<file path="src/hdl/nps_pkg.sv">
// Shared constants, types and functions of the non-overlapping pattern search.
package nps_pkg;

    localparam int MAX_PATTERN = 16;
    localparam int LEN_W       = $clog2(MAX_PATTERN + 1);
    localparam int IDX_W       = (MAX_PATTERN > 1) ? $clog2(MAX_PATTERN) : 1;
    localparam int SKIP_W      = 5;
    localparam int POS_W       = 32;
    localparam int CFG_W       = 64;
    localparam int CFG_IDX_W   = 2;
    localparam int PLEN_W      = 5;
    localparam int S_DATA_W    = 8;
    localparam int M_DATA_W    = 40;

    localparam logic [CFG_IDX_W-1:0] REG_PATTERN_LOW  = 2'd0;
    localparam logic [CFG_IDX_W-1:0] REG_PATTERN_HIGH = 2'd1;
    localparam logic [CFG_IDX_W-1:0] REG_PATTERN_LEN  = 2'd2;

    typedef struct packed {
        logic             found;
        logic [POS_W-1:0] match_start;
        logic             string_done;
    } result_t;

    function automatic logic [7:0] pattern_byte(input logic [2*CFG_W-1:0] pat,
                                                input logic [IDX_W-1:0]   idx);
        logic [7:0] b;
        b = pat[32'(idx) * 8 +: 8];
        return b;
    endfunction

endpackage

</file>
<file path="src/hdl/nonoverlap_pattern_search.sv">
// Non-overlapping pattern search, one text byte per cycle while s_tready is
// high. A row of 16 cells holds the most recent bytes and compares each
// against its pattern byte as the window shifts, so a byte is accepted every
// cycle while the output buffer has room; its result word is registered in
// the output buffer before it reaches the master side. Matches are reported on
// the byte where they end; the following length-1 bytes of the same string are
// blocked. A two-word output buffer keeps input flowing for one more byte
// while the master side stalls. Configuration writes take effect on the next
// byte; a length of zero never matches and lengths above 16 act as 16.
module nonoverlap_pattern_search (
    input  logic                              aclk,
    input  logic                              aresetn,
    input  logic                              cfg_we,
    input  logic [nps_pkg::CFG_IDX_W-1:0]     cfg_index,
    input  logic [nps_pkg::CFG_W-1:0]         cfg_wdata,
    input  logic                              s_tvalid,
    output logic                              s_tready,
    input  logic [nps_pkg::S_DATA_W-1:0]      s_tdata,  // [7:0] text_byte
    input  logic                              s_tlast,  // final_byte
    output logic                              m_tvalid,
    input  logic                              m_tready,
    output logic [nps_pkg::M_DATA_W-1:0]      m_tdata,  // [0] found, [32:1] match_start
    output logic                              m_tlast   // string_done
);

    localparam int N = nps_pkg::MAX_PATTERN;

    logic [nps_pkg::CFG_W-1:0]    pat_low_reg, pat_high_reg;
    logic [nps_pkg::PLEN_W-1:0]   pat_len_reg;
    logic [nps_pkg::POS_W-1:0]    pos_reg, pos_next;
    logic [nps_pkg::SKIP_W-1:0]   skip_reg, skip_next;
    logic [nps_pkg::LEN_W-1:0]    used_len;
    logic [2*nps_pkg::CFG_W-1:0]  pat_vec;
    logic                         accept, hit;
    logic [7:0]                   chain_byte [N];
    logic [N-1:0]                 chain_valid;
    logic [N-1:0]                 cell_ok;
    nps_pkg::result_t             res;
    nps_pkg::result_t             out_res;

    always_ff @(posedge aclk) begin
        if (!aresetn) begin
            pat_low_reg  <= '0;
            pat_high_reg <= '0;
            pat_len_reg  <= nps_pkg::PLEN_W'(1);
        end else if (cfg_we) begin
            unique case (cfg_index)
                nps_pkg::REG_PATTERN_LOW:  pat_low_reg  <= cfg_wdata;
                nps_pkg::REG_PATTERN_HIGH: pat_high_reg <= cfg_wdata;
                nps_pkg::REG_PATTERN_LEN:  pat_len_reg  <= cfg_wdata[nps_pkg::PLEN_W-1:0];
                default: ;
            endcase
        end
    end

    assign pat_vec  = {pat_high_reg, pat_low_reg};
    assign used_len = (pat_len_reg > nps_pkg::PLEN_W'(N)) ? nps_pkg::LEN_W'(N)
                                                          : nps_pkg::LEN_W'(pat_len_reg);
    assign accept   = s_tvalid & s_tready;

    for (genvar k = 0; k < N; k++) begin : g_cell
        logic [nps_pkg::LEN_W-1:0] pidx;
        logic                      act;
        logic [7:0]                b_in;
        logic                      v_in;

        assign act  = nps_pkg::LEN_W'(k) < used_len;
        assign pidx = used_len - nps_pkg::LEN_W'(k) - nps_pkg::LEN_W'(1);

        if (k == 0) begin : g_head
            assign b_in = s_tdata[7:0];
            assign v_in = 1'b1;
        end else begin : g_body
            assign b_in = chain_byte[k-1];
            assign v_in = chain_valid[k-1];
        end

        nps_cell u_cell (
            .aclk      (aclk),
            .aresetn   (aresetn),
            .shift     (accept),
            .flush     (s_tlast),
            .byte_in   (b_in),
            .valid_in  (v_in),
            .pat_byte  (nps_pkg::pattern_byte(pat_vec, pidx[nps_pkg::IDX_W-1:0])),
            .active    (act),
            .byte_out  (chain_byte[k]),
            .valid_out (chain_valid[k]),
            .match_ok  (cell_ok[k])
        );
    end

    assign hit = (skip_reg == '0) & (used_len != '0) & (&cell_ok);

    always_comb begin
        res.found       = hit;
        res.match_start = hit ? pos_reg - nps_pkg::POS_W'(used_len - nps_pkg::LEN_W'(1))
                              : '0;
        res.string_done = s_tlast;

        pos_next  = pos_reg + nps_pkg::POS_W'(1);
        skip_next = skip_reg;
        if (skip_reg != '0) begin
            skip_next = skip_reg - nps_pkg::SKIP_W'(1);
        end else if (hit) begin
            skip_next = nps_pkg::SKIP_W'(used_len - nps_pkg::LEN_W'(1));
        end
        if (s_tlast) begin
            pos_next  = '0;
            skip_next = '0;
        end
    end

    always_ff @(posedge aclk) begin
        if (!aresetn) begin
            pos_reg  <= '0;
            skip_reg <= '0;
        end else if (accept) begin
            pos_reg  <= pos_next;
            skip_reg <= skip_next;
        end
    end

    nps_out_buf u_out_buf (
        .aclk      (aclk),
        .aresetn   (aresetn),
        .push      (accept),
        .push_data (res),
        .in_ready  (s_tready),
        .out_valid (m_tvalid),
        .out_data  (out_res),
        .out_ready (m_tready)
    );

    assign m_tdata = {(nps_pkg::M_DATA_W - nps_pkg::POS_W - 1)'(0),
                      out_res.match_start, out_res.found};
    assign m_tlast = out_res.string_done;

endmodule

</file>
<file path="src/hdl/nps_cell.sv">
// One window cell: holds a byte and its valid bit, compares the incoming byte.
module nps_cell (
    input  logic       aclk,
    input  logic       aresetn,
    input  logic       shift,
    input  logic       flush,
    input  logic [7:0] byte_in,
    input  logic       valid_in,
    input  logic [7:0] pat_byte,
    input  logic       active,
    output logic [7:0] byte_out,
    output logic       valid_out,
    output logic       match_ok
);

    logic [7:0] byte_reg;
    logic       valid_reg;

    always_ff @(posedge aclk) begin
        if (shift) begin
            byte_reg <= byte_in;
        end
    end

    always_ff @(posedge aclk) begin
        if (!aresetn) begin
            valid_reg <= 1'b0;
        end else if (shift) begin
            valid_reg <= valid_in & ~flush;
        end
    end

    // byte_in / valid_in are this cell's contents after the shift
    assign match_ok  = ~active | (valid_in & (byte_in == pat_byte));
    assign byte_out  = byte_reg;
    assign valid_out = valid_reg;

endmodule

</file>
<file path="src/hdl/nps_out_buf.sv">
// Two-word output buffer: main register plus skid register.
module nps_out_buf (
    input  logic              aclk,
    input  logic              aresetn,
    input  logic              push,
    input  nps_pkg::result_t  push_data,
    output logic              in_ready,
    output logic              out_valid,
    output nps_pkg::result_t  out_data,
    input  logic              out_ready
);

    logic             main_v_reg, main_v_next;
    logic             skid_v_reg, skid_v_next;
    nps_pkg::result_t main_reg, main_next;
    nps_pkg::result_t skid_reg, skid_next;
    logic             pop;

    assign pop = main_v_reg & out_ready;

    always_comb begin
        main_v_next = main_v_reg;
        skid_v_next = skid_v_reg;
        main_next   = main_reg;
        skid_next   = skid_reg;
        if (pop || !main_v_reg) begin
            main_v_next = skid_v_reg | push;
            main_next   = skid_v_reg ? skid_reg : push_data;
            skid_v_next = 1'b0;
        end else if (push) begin
            skid_v_next = 1'b1;
            skid_next   = push_data;
        end
    end

    always_ff @(posedge aclk) begin
        if (!aresetn) begin
            main_v_reg <= 1'b0;
            skid_v_reg <= 1'b0;
        end else begin
            main_v_reg <= main_v_next;
            skid_v_reg <= skid_v_next;
        end
    end

    always_ff @(posedge aclk) begin
        main_reg <= main_next;
        skid_reg <= skid_next;
    end

    assign in_ready  = ~skid_v_reg;
    assign out_valid = main_v_reg;
    assign out_data  = main_reg;

endmodule

</file>
<file path="config.mk">
export PLATFORM = sky130hd
export DESIGN_NAME = nonoverlap_pattern_search
export DESIGN_NICKNAME = d
export VERILOG_FILES = /design/src/hdl/nps_pkg.sv /design/src/hdl/nonoverlap_pattern_search.sv /design/src/hdl/nps_cell.sv /design/src/hdl/nps_out_buf.sv
export SDC_FILE = /design/constraint.sdc
export NUM_CORES = 1
export LEC_CHECK = 0
export BUFFER_PORTS_ARGS = -buffer_cell sky130_fd_sc_hd__clkbuf_2
export CELL_PAD_IN_SITES_DETAIL_PLACEMENT = 0
export CELL_PAD_IN_SITES_GLOBAL_PLACEMENT = 1
export CORE_ASPECT_RATIO = 1.2
export CORE_MARGIN = 5
export CORE_UTILIZATION = 27
export CTS_BUF_LIST = sky130_fd_sc_hd__clkbuf_4
export CTS_CLUSTER_DIAMETER = 150
export CTS_CLUSTER_SIZE = 30
export DETAILED_ROUTE_END_ITERATION = 12
export HOLD_SLACK_MARGIN = 0.12
export PLACE_DENSITY_LB_ADDON = 0.1
export SLEW_MARGIN = 20
export SYNTH_ARGS = -nofsm -noshare
export SYNTH_HDL_FRONTEND = slang
export SYNTH_SLANG_ARGS = --single-unit
export TNS_END_PERCENT = 20
</file>
<file path="constraint.sdc">
create_clock -name aclk -period 13.2 [get_ports aclk]
set_input_delay 0 -clock aclk [delete_from_list [all_inputs] [get_ports aclk]]
set_output_delay 0 -clock aclk [all_outputs]
set_load 0.03 [all_outputs]
</file>
==> flow_summary_export.csv <==
group,metric,value,unit
placement,dp_cells,4425,
floorplan,io_pins,123,
cts,post_cts_buffers,0,
worst_setup_path,cp-start-kind,"flip-flop",
sta,max_freq,138.9,MHz
grt,grt_pass1_wl,212600,um
synthesis,yosys.area.top_type,"edfxtp_1",
job,cap_violations,0,
grt,antenna_found_initial,6,
grt,grtUsageTotal,0.2631,
cts,path_clk_slew,0.32,ns
synthesis,avgSynthCellArea,9.324,um2
sta,relSlewSlack,0.1900,
detailed_routing,drc,0,
synthesis,ys_types,102,
synthesis,synth_top_area_share,0.1966,
placement,hpwlAfterDp,119000,um
cts,root_buffer,"clkbuf_4",
sta,slew_viol_final,0,
floorplan,die_h,367.2,um
finish,nNetsFinal,3349,
synthesis,ys_async_sr_fraction,0,
worst_setup_path,required,14.08,ns
grt,grtUsageMet3,0.03201,
cts,cts_buffers,18,
synthesis,synthCells,3079,
pwr,power_leakage,12.12,nW
synthesis,synth_top_cells_by_area,"edfxtp_1 20%, dfxtp_1 13%, mux2i_1 9.8%, mux4_2 8.4%, nand2_1 6.2%",
worst_setup_path,worst_r2r_endpoint,"skip_reg[2]",
placement,io_buffers,115,
pwr,ir_drop,0.00006347,V
floorplan,num_rows,131,
grt,busiest_layer,"met2",
synthesis,synth_edf_count,188,
detailed_routing,drt_iter0_drc,2657,
cts,cts_max_level,1,
sta,rsz0062_at_grt,"no",
sta,clock_skew,0.05426,ns
finish,fillers,11215,
finish,drive_gt1_frac,0.1378,
worst_setup_path,critPathKind,"flip-flop to flip-flop",
min_path,holdCritStartpoint,"cfg_index[0]",
worst_setup_path,end_kind,"flip-flop",
cts,clock_path_buffers,3,
grt,grtUsageMet2,0.4427,
placement,gp_congestion,0.9984,
detailed_routing,vias_per_cell,5.727,
worst_setup_path,rrSetupSlack,6.00,ns
synthesis,ys_seq_area_frac,0.3270,
run_status,status,"finished clean",
sta,min_period_over_period,0.5455,
synthesis,synth-main-ff-cell,"edfxtp_1",
sta,tns,0,ns
worst_setup_path,reg2reg_from,"pat_len_reg[0]",
finish,syn_to_final_growth,14.13,%
min_path,hold_depth,5,
detailed_routing,drt_wl_total,155100,um
cts,clk_latency,0.95,ns
finish,largest_register_ffs,120,
floorplan,coreArea,105900,um2
grt,grt.met1_usage,0.3222,
min_path,hold_end,"pat_len_reg[0]",
sta,setup_viol,0,
grt,grt_pass1_vias,25810,
sta,period_needed,7.201,ns
floorplan,dieArea,113000,um2
worst_setup_path,critPathArrivalTime,8.09,ns
finish,fin_cells,4637,
pwr,p_per_area,83.87,nW/um2
cts,cts_tree,"done",
floorplan,start_util,0.2711,
sta,hold_viol,0,
min_path,min_path_type,"input pin to flip-flop",
detailed_routing,drtAntennaViolNets,0,
grt,grt_max_degree,92,
floorplan,fp.dieW,307.7,um
worst_setup_path,rr_worst_depth,17,
detailed_routing,wl_per_cell,33.45,um
worst_setup_path,cp_max_fo,61,
synthesis,syn_area,28710,um2
synthesis,ys_ff_latch,375,
detailed_routing,firstDrtPassIters,6,
sta,worst_slew_pin_slew,1.211,ns
detailed_routing,vias,26555,
grt,gr-total-overflow,0,
synthesis,synth_warnings,0,
cts,cts.sinks,375,
==> cell usage after synthesis, drive strengths merged (7+ instances only) <==
master,n
xnor2,117
a221oi,16
inv,43
nor2,168
nand4,18
nand3,49
nor4,23
nor3,43
o21ai,106
and2,28
a31oi,21
nand3b,20
and4,7
a32oi,10
mux4,109
clkbuf,152
o211ai,14
mux2,41
nand2b,36
a21o,19
xor2,86
a22o,9
o22ai,41
and3,24
a22oi,43
edfxtp,188
a211oi,36
nor3b,19
dfxtp,187
and3b,11
a2111oi,14
or3,13
o21a,14
o31ai,43
mux2i,284
nor2b,31
a21oi,94
buf,108
o2111ai,13
a21boi,163
nand2,471
ha,43
o21bai,7
o221ai,10
==> worst max-delay path by stage <==
stage	start	to	slack (ns)	cells past startpoint
final	pat_len_reg[0]	skip_reg[2]	6.00	17
after global routing	pat_len_reg[0]	skip_reg[2]	5.72	17
after CTS	pat_len_reg[0]	skip_reg[2]	6.03	19
after detailed placement	pat_len_reg[0]	skip_reg[2]	6.09	19
after global placement	pat_len_reg[0]	skip_reg[4]	6.08	17
after floorplan	pat_len_reg[4]	u_out_buf.out_data[31]	7.60	25
==> metal layers <==
layer	routed length, um	vias up	part of all wire
met5	23	-	0.00015
met4	11910	4	0.077
met3	8357	326	0.054
met2	73440	1123	0.47
met1	61360	13423	0.40
li1	-	11679	-
==> critical path, cell delays in order (launching register included) <==
cell and delay [ns]:
dfxtp_4 0.41, buf_4 0.35, nor2b_4 0.26, inv_6 0.42, buf_4 0.60, buf_4 0.67
mux4_2 0.64, mux2i_1 0.62, xnor2_1 0.23, a221oi_1 0.27, o2111ai_1 0.15, nor4_1 0.69
a31oi_1 0.38, a21oi_1 0.23, nand4_1 0.20, buf_4 0.32, and2_1 0.26, o41ai_2 0.31
==> where the power goes <==
part	switching [mW]	leakage [nW]	internal, mW
logic	0.529	8.58	0.306
clock network	0.432	0.168	0.109
registers	0.0954	3.36	1.28
total	1.06	12.1	1.69
==> layout make-up <==
type                            count  area, um2  area share
Tap cell                         1396       1747     0.05331
Sequential cell                   375       9399      0.2869
Clock buffer                       27      202.7    0.006186
Timing Repair Buffer              380       3018     0.09211
Inverter                           44      177.7    0.005423
Clock inverter                      5      101.3    0.003093
Multi-Input combinational cell   2406      18110      0.5527
Antenna cell                        4      10.01   0.0003055
==> cells by family after synthesis <==
family / count (synthesis) / share of synthesized area
simple gates: 986 / 0.1607
compound gates: 730 / 0.1816
mux: 434 / 0.2011
flops: 375 / 0.3270
buf+inv: 304 / 0.04628
xor+xnor: 203 / 0.06298
fa+ha+maj: 46 / 0.02014
other cells: 1 / 0.0001306
==> repair_timing <==
action,CTS,global route
hold buffers,175,0
resized for setup,0,0
endpoints found under the hold margin,288,0
==> metrics by stage <==
stage | setup slack, ns | instance area, um2 | util | hold slack, ns | power, mW
6_report | 5.999 | 32770 | 0.3094 | 0.2660 | 2.748
5_1_grt | 5.718 | 32760 | 0.3094 | 0.2418 | 2.858
4_1_cts | 6.025 | 32720 | 0.3091 | 0.1294 | 2.781
3_5_place_dp | 6.095 | 30670 | 0.2896 | 0.2297 | 2.182
3_3_place_gp | 6.084 | 30660 | 0.2896 | 0.2306 | 2.187
2_1_floorplan | 7.595 | 28730 | - | 0.09887 | 1.841
==> cell usage in the layout, fill, tap and decap left out, types with 14 or more instances in the layout <==
cell type      synthesis  routed
o21ai_0              101     101
o22ai_1               41      41
a21boi_0             162     162
o21a_1                14      14
nor4_1                23      23
o31ai_1               34      34
nor3b_1               19      18
nor2_1               167     165
a21o_1                19      19
a22oi_1               43      43
buf_4                 22      90
dlygate4sd3_1          0     175
inv_1                 37      36
mux2_2                40      40
mux2i_1              282     281
nand4_1               18      18
nor3_1                43      43
nor2b_1               30      30
o211ai_1              14      14
nand3_1               49      49
clkbuf_4               0      27
and3_1                24      24
clkbuf_2               3     114
xnor2_1              113     113
a21oi_1               93      93
nand2b_1              35      33
and2_1                26      26
nand2_1              471     471
mux4_2               107     107
edfxtp_1             188     188
ha_1                  43      41
a211oi_1              35      34
xor2_1                86      86
a31oi_1               21      21
nand3b_1              19      19
dfxtp_1              187     183
(Power assumes the default switching activity.)
